$ cat config.mk
export PLATFORM = sky130hd
export DESIGN_NAME = sync_header_frame_parser_sum16_core
export DESIGN_NICKNAME = d
export VERILOG_FILES = /design/src/shfp_pkg.sv /design/src/sync_header_frame_parser_sum16_core.sv
export VERILOG_INCLUDE_DIRS = /design/src /design/src/src
export SDC_FILE = /design/constraint.sdc
export NUM_CORES = 1
export LEC_CHECK = 0
export BUFFER_PORTS_ARGS = -buffer_cell sky130_fd_sc_hd__buf_2
export CAP_MARGIN = 20
export CORE_MARGIN = 2
export CORE_UTILIZATION = 51
export DETAILED_ROUTE_END_ITERATION = 10
export PLACE_DENSITY = 0.73
export SYNTH_ARGS = -nofsm -noshare
export SYNTH_HDL_FRONTEND = slang
export SYNTH_SLANG_ARGS = --single-unit
$ cat constraint.sdc
create_clock -name i_clk -period 3.57 [get_ports i_clk]
set_input_delay 0.5355 -clock i_clk [delete_from_list [all_inputs] [get_ports i_clk]]
set_output_delay 0.5355 -clock i_clk [all_outputs]
set_load 0.02 [all_outputs]
$ cat src/sync_header_frame_parser_sum16_core_assert.svh
// ---------------------------------------------------------------------------
// Assertion macros for the framed packet parser
// Clocked concurrent assertion wrappers, removable with ASSERT_OFF.
// ---------------------------------------------------------------------------
`ifndef SYNC_HEADER_FRAME_PARSER_SUM16_CORE_ASSERT_SVH
`define SYNC_HEADER_FRAME_PARSER_SUM16_CORE_ASSERT_SVH

`ifndef ASSERT_OFF
// Check a property while out of reset.
`define SHFP_ASSERT(lbl, prop) \
    lbl: assert property (@(posedge i_clk) disable iff (!i_rst_n) (prop)) \
        else $error("shfp assertion failed");
// Check a property at every edge, reset included.
`define SHFP_ASSERT_ALWAYS(lbl, prop) \
    lbl: assert property (@(posedge i_clk) (prop)) \
        else $error("shfp assertion failed");
`else
`define SHFP_ASSERT(lbl, prop)
`define SHFP_ASSERT_ALWAYS(lbl, prop)
`endif

`endif

$ cat src/shfp_pkg.sv
// ---------------------------------------------------------------------------
// shfp_pkg
// Frame layout constants for the framed packet parser.
// ---------------------------------------------------------------------------
`default_nettype none

package shfp_pkg;

    localparam int BYTE_W  = 8;
    localparam int WORD_W  = 16;
    localparam int COUNT_W = 5;

    localparam logic [COUNT_W-1:0] HEADER_LEN = 5'd8;

    // Byte positions inside a frame, header counted.
    localparam logic [COUNT_W-1:0] POS_X_LO    = 5'd8;
    localparam logic [COUNT_W-1:0] POS_X_HI    = 5'd9;
    localparam logic [COUNT_W-1:0] POS_Y_LO    = 5'd10;
    localparam logic [COUNT_W-1:0] POS_Y_HI    = 5'd11;
    localparam logic [COUNT_W-1:0] POS_ANG_LO  = 5'd12;
    localparam logic [COUNT_W-1:0] POS_ANG_HI  = 5'd13;
    localparam logic [COUNT_W-1:0] POS_DIST_LO = 5'd14;
    localparam logic [COUNT_W-1:0] POS_DIST_HI = 5'd15;
    localparam logic [COUNT_W-1:0] POS_SUM_LO  = 5'd16;
    localparam logic [COUNT_W-1:0] POS_SUM_HI  = 5'd17;

    typedef logic [BYTE_W-1:0] t_byte;
    typedef logic [WORD_W-1:0] t_word;

    // ASCII "tnenoppo"
    localparam t_byte HEADER_CHARS [8] = '{
        8'h74, 8'h6E, 8'h65, 8'h6E, 8'h6F, 8'h70, 8'h70, 8'h6F
    };

endpackage

`default_nettype wire

$ cat src/sync_header_frame_parser_sum16_core.sv
// ---------------------------------------------------------------------------
// sync_header_frame_parser_sum16_core
// Byte-stream frame parser with header hunt and 16-bit additive checksum.
// ---------------------------------------------------------------------------
// Usage:
//   Input channel (i_in_valid / o_in_stall / i_in_data_byte) takes one
//   received byte per transaction. The parser hunts for the header
//   "tnenoppo", then captures x, y, angle and distance (16-bit little
//   endian) and a 16-bit little-endian checksum: 18 bytes per frame.
//   Output channel (o_out_valid / i_out_stall / o_out_*) carries one
//   transaction per completed frame: the checksum flag and the last
//   accepted position, updated only when the checksum matched.
//   Throughput: one byte per cycle, sustained while the output is not
//   stalled; the byte parse is a single 16-bit add and compare between
//   the input register and the result register. Path: the last frame
//   byte is held in the input register, then the result register loads
//   from it; a stall can hold the byte there in between.
//   Stall: while the result register holds an untaken result under
//   i_out_stall, the byte in the input register waits and o_in_stall
//   rises once that register is full; one more byte is still taken.
//   Reset: synchronous, active low; empties both registers, returns to
//   header hunting and clears the accepted position to zero.
// ---------------------------------------------------------------------------
`default_nettype none

`include "sync_header_frame_parser_sum16_core_assert.svh"

module sync_header_frame_parser_sum16_core
    import shfp_pkg::*;
(
    input  wire logic               i_clk,
    input  wire logic               i_rst_n,
    input  wire logic               i_in_valid,
    output logic                    o_in_stall,
    input  wire logic [7:0]         i_in_data_byte,
    output logic                    o_out_valid,
    input  wire logic               i_out_stall,
    output logic                    o_out_checksum_ok,
    output logic signed [15:0]      o_out_pos_x,
    output logic signed [15:0]      o_out_pos_y,
    output logic signed [15:0]      o_out_bearing,
    output logic signed [15:0]      o_out_range_value
);

    // Input register
    logic               r_in_valid;
    t_byte              r_in_byte;

    // Parser state
    logic               r_in_payload, n_in_payload;
    logic [COUNT_W-1:0] r_count, n_count;
    t_word              r_fx, n_fx;
    t_word              r_fy, n_fy;
    t_word              r_fa, n_fa;
    t_word              r_fd, n_fd;
    t_byte              r_sum_lo, n_sum_lo;
    t_word              r_run_sum, n_run_sum;   // sum of the fields seen so far
    t_word              r_acc_x, n_acc_x;
    t_word              r_acc_y, n_acc_y;
    t_word              r_acc_a, n_acc_a;
    t_word              r_acc_d, n_acc_d;

    // Result register
    logic               r_out_valid, n_out_valid;
    logic               r_out_ok, n_out_ok;

    logic               w_blocked;
    logic               w_step;
    logic               w_fire;

    // The result register is occupied and the receiver holds it.
    assign w_blocked  = r_out_valid && i_out_stall;
    assign w_step     = r_in_valid && !w_blocked;
    assign o_in_stall = r_in_valid && w_blocked;

    always_ff @(posedge i_clk) begin
        if (!i_rst_n) begin
            r_in_valid <= 1'b0;
        end else if (!o_in_stall) begin
            r_in_valid <= i_in_valid;
        end
    end

    always_ff @(posedge i_clk) begin
        if (!o_in_stall && i_in_valid) begin
            r_in_byte <= i_in_data_byte;
        end
    end

    always_comb begin
        n_in_payload = r_in_payload;
        n_count      = r_count;
        n_fx         = r_fx;
        n_fy         = r_fy;
        n_fa         = r_fa;
        n_fd         = r_fd;
        n_sum_lo     = r_sum_lo;
        n_run_sum    = r_run_sum;
        n_acc_x      = r_acc_x;
        n_acc_y      = r_acc_y;
        n_acc_a      = r_acc_a;
        n_acc_d      = r_acc_d;
        n_out_ok     = r_out_ok;
        w_fire       = 1'b0;

        if (w_step) begin
            if (!r_in_payload) begin
                // Hunt: a mismatch drops back to zero, no retry on this byte.
                if ((r_count < HEADER_LEN) && (r_in_byte == HEADER_CHARS[r_count[2:0]])) begin
                    n_count = r_count + 5'd1;
                end else begin
                    n_count = '0;
                end
                if (n_count == HEADER_LEN) begin
                    n_in_payload = 1'b1;
                end
            end else begin
                n_count = r_count + 5'd1;
                case (r_count)
                    POS_X_LO: begin
                        n_fx = {8'h00, r_in_byte};
                    end
                    POS_X_HI: begin
                        n_fx      = {r_in_byte, r_fx[7:0]};
                        n_run_sum = n_fx;
                    end
                    POS_Y_LO: begin
                        n_fy = {8'h00, r_in_byte};
                    end
                    POS_Y_HI: begin
                        n_fy      = {r_in_byte, r_fy[7:0]};
                        n_run_sum = r_run_sum + n_fy;
                    end
                    POS_ANG_LO: begin
                        n_fa = {8'h00, r_in_byte};
                    end
                    POS_ANG_HI: begin
                        n_fa      = {r_in_byte, r_fa[7:0]};
                        n_run_sum = r_run_sum + n_fa;
                    end
                    POS_DIST_LO: begin
                        n_fd = {8'h00, r_in_byte};
                    end
                    POS_DIST_HI: begin
                        n_fd      = {r_in_byte, r_fd[7:0]};
                        n_run_sum = r_run_sum + n_fd;
                    end
                    POS_SUM_LO: begin
                        n_sum_lo = r_in_byte;
                    end
                    POS_SUM_HI: begin
                        // Frame complete: check, maybe accept, report, rehunt.
                        w_fire       = 1'b1;
                        n_out_ok     = (r_run_sum == {r_in_byte, r_sum_lo});
                        n_count      = '0;
                        n_in_payload = 1'b0;
                        if (n_out_ok) begin
                            n_acc_x = r_fx;
                            n_acc_y = r_fy;
                            n_acc_a = r_fa;
                            n_acc_d = r_fd;
                        end
                    end
                    default: begin
                    end
                endcase
            end
        end

        if (w_fire) begin
            n_out_valid = 1'b1;
        end else if (!i_out_stall) begin
            n_out_valid = 1'b0;
        end else begin
            n_out_valid = r_out_valid;
        end
    end

    always_ff @(posedge i_clk) begin
        if (!i_rst_n) begin
            r_in_payload <= 1'b0;
            r_count      <= '0;
            r_fx         <= '0;
            r_fy         <= '0;
            r_fa         <= '0;
            r_fd         <= '0;
            r_sum_lo     <= '0;
            r_run_sum    <= '0;
            r_acc_x      <= '0;
            r_acc_y      <= '0;
            r_acc_a      <= '0;
            r_acc_d      <= '0;
            r_out_valid  <= 1'b0;
        end else begin
            r_in_payload <= n_in_payload;
            r_count      <= n_count;
            r_fx         <= n_fx;
            r_fy         <= n_fy;
            r_fa         <= n_fa;
            r_fd         <= n_fd;
            r_sum_lo     <= n_sum_lo;
            r_run_sum    <= n_run_sum;
            r_acc_x      <= n_acc_x;
            r_acc_y      <= n_acc_y;
            r_acc_a      <= n_acc_a;
            r_acc_d      <= n_acc_d;
            r_out_valid  <= n_out_valid;
        end
    end

    // Result payload; the accepted registers already hold the frame's outcome.
    always_ff @(posedge i_clk) begin
        if (w_fire) begin
            r_out_ok <= n_out_ok;
        end
    end

    assign o_out_valid       = r_out_valid;
    assign o_out_checksum_ok = r_out_ok;
    assign o_out_pos_x       = $signed(r_acc_x);
    assign o_out_pos_y       = $signed(r_acc_y);
    assign o_out_bearing     = $signed(r_acc_a);
    assign o_out_range_value = $signed(r_acc_d);

    // -----------------------------------------------------------------------
    // Assertions
    // -----------------------------------------------------------------------
    `SHFP_ASSERT(a_last_byte_gives_result,
        (w_step && r_in_payload && (r_count == POS_SUM_HI)) |=> o_out_valid)
    `SHFP_ASSERT(a_payload_count_range,
        r_in_payload |-> ((r_count >= HEADER_LEN) && (r_count <= POS_SUM_HI)))
    `SHFP_ASSERT(a_hunt_count_range,
        !r_in_payload |-> (r_count < HEADER_LEN))
    `SHFP_ASSERT_ALWAYS(a_reset_empties_output,
        !i_rst_n |=> (!o_out_valid && !r_in_valid))

endmodule

`default_nettype wire
### Word-level counts from Yosys, hierarchy flattened

Memory sizes are Yosys's and may differ from the RTL's.
Cells that the tools add are included.

| word-level totals | value |
|---|---|
| register bits | 169 |
| bits in read-only memories | 64 |
| bits of input ports | 12 |
| output and inout bits | 67 |
| memories | 1 |

Memory list:

| name | words | bits a word | rd ports | clocked after memory_dff | write ports | line | RTL |
|---|---|---|---|---|---|---|---|
| (name not given) | 8 | 8 | 1 | 0 | 0 | sync_header_frame_parser_sum16_core.sv:109 | `if ((r_count < HEADER_LEN) && (r_in_byte == HEADER_CHARS[r_count[2:0]])) begin` |

| cells by class | value |
|---|---|
| add/subtract/negate cells | 4 |
| magnitude comparators | 2 |
| equality and inequality tests | 14 |
| mux-type cells | 20 |
| bitwise gates (word level) | 5 |
| reduce and logical (&&, ||, !) cells | 24 |

Operators by type and width:

| kind | number |
|---|---|
| case mux 16 bit (2 select lines) | 4 |
| case mux 16 bit (4 select lines) | 1 |
| adder 16 bit | 3 |
| equality test 5 x 4 -> 1 bit, second input constant | 9 |
| two-way mux 5 bit | 5 |
| AND reduction 4 bit | 6 |
| AND reduction 3 bit | 6 |
| equality test 16 bit | 1 |
| two-way mux 8 bit | 2 |
| equality test 5 bit, second input constant | 2 |
| equality test 8 bit | 1 |
| two-way mux 1 bit | 8 |
| nonzero test 2 bit | 4 |
| adder 5 x 1 -> 5 bit, second input constant | 1 |
| logical AND 1 bit | 5 |
| less-than comparator 5 x 4 -> 1 bit, second input constant | 1 |
| >= comparator 4 bit, second input constant | 1 |
| inverter 1 bit | 4 |
| inverter 3 -> 4 bit | 1 |
| nonzero test 4 bit | 1 |
| zero test 1 bit | 2 |
| inequality test 2 x 1 -> 1 bit, second input constant | 1 |

### Longest topological paths before layout

| logic depth | value |
|---|---|
| depth after elaboration | 12 |
| gate-level depth with buffers | 16 |
| gate-level depth less buffers | 14 |

### Least setup slack after synthesis

Ideal clock, no wire load.

| timing path | value |
|---|---|
| path kind | register to register |
| from | reg r_count[2] |
| to | reg r_run_sum[14] |
| setup time | 120 ps |
| data arrival time | 3320 ps |
| slack | 131 ps |
| cell stages (with the launch flop) | 17 |
| period minus slack after synthesis | 3439 ps |
| cells stage by stage | dfxtp_1 -> clkbuf_1 -> clkbuf_1 -> and3_1 -> ha_1 -> clkbuf_1 -> nor2_1 -> nand2_1 -> nand2_1 -> ha_1 -> fa_1 -> a211oi_1 -> o211ai_1 -> a22oi_1 -> a31oi_1 -> xnor2_1 -> a21oi_1 |

| on the way | value |
|---|---|
| longest elaborated chain between the ends | 3 |
| elaborated cells on any way between the ends | 7 |

RTL lines:

| element | line | RTL |
|---|---|---|
| from (decl) | sync_header_frame_parser_sum16_core.sv:51 | `logic [COUNT_W-1:0] r_count, n_count;` |
| from (signal assigned) | sync_header_frame_parser_sum16_core.sv:196 | `r_count <= n_count;` |
| equality test 5 x 4 -> 1 bit | sync_header_frame_parser_sum16_core.sv:119 | `case (r_count)` |
| nonzero test 4 bit (no source line) | n/a |  |
| AND reduction 3 bit (no source line) | n/a |  |
| to (signal assigned) | sync_header_frame_parser_sum16_core.sv:202 | `r_run_sum <= n_run_sum;` |
| to (decl) | sync_header_frame_parser_sum16_core.sv:57 | `t_word r_run_sum, n_run_sum;` |

Several ways; a longest one is shown, not always the timed one.
A chain may end at the register's enable or synchronous reset.

### Worst setup path after layout

| timing path | value |
|---|---|
| from | reg r_count[0] |
| to | reg r_run_sum[15] |

The elaborated chain is that of the path after synthesis.

==> results_tabular.tex <==
\begin{tabular}{lr}
\hline
Metric & Value \\
\hline
\multicolumn{2}{l}{\textbf{Outcome}} \\
\quad Run status & finished clean \\
\multicolumn{2}{l}{\textbf{Yosys}} \\
\quad Net count of the mapped netlist & 817 \\
\quad Avg Inst Size Synth & 10.0 µm² \\
\quad Post-synthesis instance total & 783 \\
\quad Fraction of registers with async set or reset after synthesis & 0\% \\
\quad Sequential share of the synthesized area & 44.2\% \\
\quad Seq cells post-synth & 169 \\
\quad Top cell type by total area after synthesis & sky130\_fd\_sc\_hd\_\_dfxtp\_1 \\
\quad Share of the synthesized area in the top cell type & 40.8\% \\
\quad Main synth FF type & sky130\_fd\_sc\_hd\_\_dfxtp\_1 \\
\quad Post-synthesis instance area & 7860 µm² \\
\quad Synth Warn \# & 0 \\
\quad Count of flip-flops with a built-in enable after synthesis & 9 \\
\quad Cell with the most instances after synthesis & sky130\_fd\_sc\_hd\_\_dfxtp\_1 \\
\quad Ranking of synthesized cells by instance count & sky130\_fd\_sc\_hd\_\_dfxtp\_1, sky130\_fd\_sc\_hd\_\_nor2b\_1, sky130\_fd\_sc\_hd\_\_mux2i\_1, sky130\_fd\_sc\_hd\_\_a22oi\_1, sky130\_fd\_sc\_hd\_\_nand2\_1 \\
\quad Largest cells by area after synthesis & sky130\_fd\_sc\_hd\_\_dfxtp\_1, sky130\_fd\_sc\_hd\_\_mux2i\_1, sky130\_fd\_sc\_hd\_\_nor2b\_1 \\
\quad Synth unique cells & 58 \\
\multicolumn{2}{l}{\textbf{STA}} \\
\quad Final Critical Period & 3.37 ns \\
\quad Maximum operating frequency & 296 MHz \\
\quad Final-report max-slew violation count & 0 \\
\quad Number of endpoints with negative hold slack in the final report & 0 \\
\quad Portion of the clock cycle consumed by the worst path in the final layout & 94.5\% \\
\quad Accumulated negative setup slack & 0 ns \\
\quad Transition at the pin with the smallest max-transition slack & 0.852 ns \\
\quad Headroom to the max-slew limit & 43.2\% \\
\quad Setup repair after global routing missed its margin & no \\
\quad Min Hold Slack & 0.282 ns \\
\quad Largest clock skew in the final design & 0.00730 ns \\
\quad Setup violations, final & 0 \\
\multicolumn{2}{l}{\textbf{Power and ir drop}} \\
\quad Maximum ir drop on the vdd rail & 331 µV \\
\quad Combinational share of power & 3.8\% \\
\quad Switching power share of the total & 22.4\% \\
\quad Internal portion of total power & 3020 µW \\
\quad Net switching power figure & 869 µW \\
\quad Share of power burned in the clock network & 46.8\% \\
\quad Leakage power figure & 0.00352 µW \\
\quad Power density normalized to cell area & 432 nW/µm² \\
\quad Share of total power in sequential cells & 49.4\% \\
\quad Total design power & 3890 µW \\
\multicolumn{2}{l}{\textbf{Finish}} \\
\quad Inserted Diodes & 0 \\
\quad Layout overhead on the synthesized area & 14.4\% \\
\quad Layout fillers & 1289 \\
\quad Area taken by flip-flops and latches & 3470 µm² \\
\quad Footprint of the multi-input gates & 4090 µm² \\
\quad Fin cells & 1051 \\
\quad Final net count & 884 \\
\quad Share of cells above drive strength 1 & 16.7\% \\
\multicolumn{2}{l}{\textbf{Floorplanning}} \\
\quad Area enclosed by the die boundary & 16400 µm² \\
\quad Vertical die dimension & 128 µm \\
\quad I/O pin count & 79 \\
\quad Placeable core region & 15100 µm² \\
\quad Chip width & 128 µm \\
\quad Floorplan row count & 45 \\
\quad Initial core utilization & 51.9\% \\
\multicolumn{2}{l}{\textbf{CTS}} \\
\quad Post-CTS Hold Buffers & 0 \\
\quad Clk Latency, worst-skew pair & 0.43 ns \\
\quad Register clock-pin slew on the reported worst setup and hold paths & 0.07 ns \\
\quad Maximum buffer depth of the clock tree & 2 \\
\quad Deepest level of the CTS H-tree & 4 \\
\quad CTS Root Buffer Type & sky130\_fd\_sc\_hd\_\_clkbuf\_16 \\
\quad Number of clock sinks & 169 \\
\quad Number of CTS-inserted buffers & 17 \\
\quad Clock tree from TritonCTS & built \\
\multicolumn{2}{l}{\textbf{Worst setup path}} \\
\quad Crit Path Max Fanout & 7 \\
\quad Worst Path Required & 3.91 ns \\
\quad Cell type of the slowest stage on the worst timing path & sky130\_fd\_sc\_hd\_\_dfxtp\_1 \\
\quad Startpoint of the lowest-slack register-to-register path & r\_count[0] \\
\quad FF-to-FF setup slack & 0.20 ns \\
\quad Crit path from & r\_count[0] \\
\quad Critical path capture point type & flip-flop \\
\quad Worst reg-to-reg path cell count & 13 \\
\quad Crit-path cells & ha\_2 > and3\_1 > ha\_1 > buf\_4 > a22oi\_1 > nand2\_1 > ha\_1 > a211oi\_2 > o21bai\_2 > o211ai\_1 > a211oi\_1 > a211o\_1 > a311oi\_1 \\
\quad Critical Path AT & 3.72 ns \\
\quad Setup Crit Path Kind & reg2reg \\
\quad CP Launch Type & flip-flop \\
\quad Worst stage delay on the critical path & 0.38 ns \\
\quad Most repeated library cell on the critical path & sky130\_fd\_sc\_hd\_\_ha\_1 \\
\quad Crit Reg-Reg Endpoint & r\_run\_sum[15] \\
\multicolumn{2}{l}{\textbf{Global routing}} \\
\quad Wire length of the first global-routing pass & 30500 µm \\
\quad Number of global-route vias before repair & 5735 \\
\quad Global Route Usage Sum & 24.1\% \\
\quad Largest net degree at the start of global routing & 106 \\
\quad Total overflow reported by the global router & 0 \\
\quad Number of antenna violations at the first check in global routing & 0 \\
\multicolumn{2}{l}{\textbf{Detailed routing}} \\
\quad Vias & 5963 \\
\quad Routed wire per std cell & 18.3 µm \\
\quad Final wirelength & 19200 µm \\
\quad Post-detailed-route DRC marker count & 0 \\
\quad Vias per cell & 5.67 \\
\quad Violation count after the first detailed-routing iteration & 513 \\
\quad Number of detailed-route iterations in the first pass & 5 \\
\quad Remaining antenna violation count after routing & 0 \\
\multicolumn{2}{l}{\textbf{Worst hold path}} \\
\quad Beginning of the worst hold path & i\_in\_data\_byte[2] \\
\quad Class of the tightest hold or removal check & in2reg \\
\quad Cell depth of the worst min-delay path & 1 \\
\quad Capture endpoint of the worst hold path & r\_in\_byte[2] \\
\multicolumn{2}{l}{\textbf{Placed design}} \\
\quad Input/output buffers & 78 \\
\quad Hpwl dp & 13200 µm \\
\quad Final weighted congestion of routability-driven global placement & 0.905 \\
\quad Placed cell count & 1018 \\
\multicolumn{2}{l}{\textbf{Job}} \\
\quad Max cap viols & 0 \\
\hline
\end{tabular}
[final cells by class]
class / count / share of cell area, %
clock inverter: 13 / 1.63
clock buffer: 19 / 4.92
tap: 188 / 2.62
sequential: 169 / 38.6
multi-input combinational: 554 / 45.4
timing repair buffer: 99 / 6.40
inverter: 9 / 0.376
[metal layers]
layer / routed length, µm / GRT usage [%] / vias to the layer above
li1: - / - / 2891
met1: 8830 / 31.9 / 2841
met2: 9030 / 39.0 / 194
met3: 879 / 4.59 / 37
met4: 507 / 9.50 / 0
met5: 0 / 0 / -
[timing repair]
item,in CTS,in global routing
endpoints found under the setup margin,0,6
setup buffers,0,1
gates resized for setup,0,7
[logic make-up (layout without fill, tap and decap cells)]
group | count (synthesis) | count (layout) | share of synthesized area (%)
AND/OR/NAND/NOR | 262 | 262 | 19.3
XOR/XNOR | 19 | 19 | 2.12
AO/OA/AOI/OAI | 140 | 140 | 12.4
flip-flops | 169 | 169 | 44.2
buffers and inverters | 60 | 140 | 4.30
multiplexers | 111 | 111 | 14.2
adder cells (fa/ha/maj) | 22 | 22 | 3.60
[worst max path at each step]
stage,to,cells after the start,slack [ns]
finish,r_run_sum[15],13,0.20
global route,r_run_sum[14],14,0.003
CTS,r_run_sum[15],13,0.001
detailed placement,r_run_sum[15],13,0.04
global placement,r_run_sum[15],13,0.22
floorplan,r_run_sum[14],16,0.13
[state kept, by name (all words and copies together) (netlist names)]
signal and cells:
r_fd 16, r_fx 16, r_in_payload 1, r_sum_lo 8, o_out_bearing 16, r_in_byte 8, o_out_range_value 16, o_out_checksum_ok 1
o_out_valid 1, r_fy 16, r_run_sum 16, r_count 5, o_out_pos_x 16, o_out_pos_y 16, r_in_valid 1, r_fa 16
[metrics by stage]
step	setup slack, ns	instance area, µm²	utilization, %
finish	0.195	8990	59.4
global placement	0.217	8370	55.2
CTS	0.00148	8950	59.1
floorplan	0.131	7860	-
detailed placement	0.0439	8370	55.2
global route	0.00294	8990	59.4
[cells in the final DEF (no fill, tap or decap), types with 3 or more instances in the layout]
master                       instances
sky130_fd_sc_hd__a211o_1             3
sky130_fd_sc_hd__a211oi_1            5
sky130_fd_sc_hd__a21boi_0            4
sky130_fd_sc_hd__a21o_1              6
sky130_fd_sc_hd__a21oi_1            21
sky130_fd_sc_hd__a22oi_1            43
sky130_fd_sc_hd__and2_1              5
sky130_fd_sc_hd__and3_1              9
sky130_fd_sc_hd__and3b_1             3
sky130_fd_sc_hd__buf_2              77
sky130_fd_sc_hd__buf_4              20
sky130_fd_sc_hd__clkbuf_16          17
sky130_fd_sc_hd__clkinv_4            4
sky130_fd_sc_hd__clkinvlp_4          5
sky130_fd_sc_hd__dfxtp_1           160
sky130_fd_sc_hd__edfxtp_1            9
sky130_fd_sc_hd__ha_1               20
sky130_fd_sc_hd__inv_1               9
sky130_fd_sc_hd__mux2i_1           110
sky130_fd_sc_hd__nand2_1            41
sky130_fd_sc_hd__nand2b_1            5
sky130_fd_sc_hd__nand3_1            10
sky130_fd_sc_hd__nand3b_1            4
sky130_fd_sc_hd__nor2_1             17
sky130_fd_sc_hd__nor2b_1           147
sky130_fd_sc_hd__nor3_1              4
sky130_fd_sc_hd__o211a_1             4
sky130_fd_sc_hd__o211ai_1            6
sky130_fd_sc_hd__o21a_1              5
sky130_fd_sc_hd__o21ai_0            18
sky130_fd_sc_hd__o21ai_1             5
sky130_fd_sc_hd__xnor2_1            13
sky130_fd_sc_hd__xor2_1              6
[worst max-delay path: cells and delay by family (launching register included)]
| kind | cells | cell delay (ns) |
|---|---|---|
| AOI/OAI and AO/OA | 7 | 1.56 |
| buffers and inverters | 1 | 0.18 |
| DFF | 1 | 0.38 |
| adders and majority gates | 3 | 0.83 |
| and+or+nand+nor | 2 | 0.32 |
[power by group through the flow]
stage	registers [µW]	clock network, µW	logic (µW)
final	1920	1820	149
after CTS	1920	1850	145
after global placement	1960	0	141
after floorplan	1960	0	88.1
after global routing	1920	1930	156
after detailed placement	1960	0	145
No activity file was read; power rests on OpenSTA's default activity.
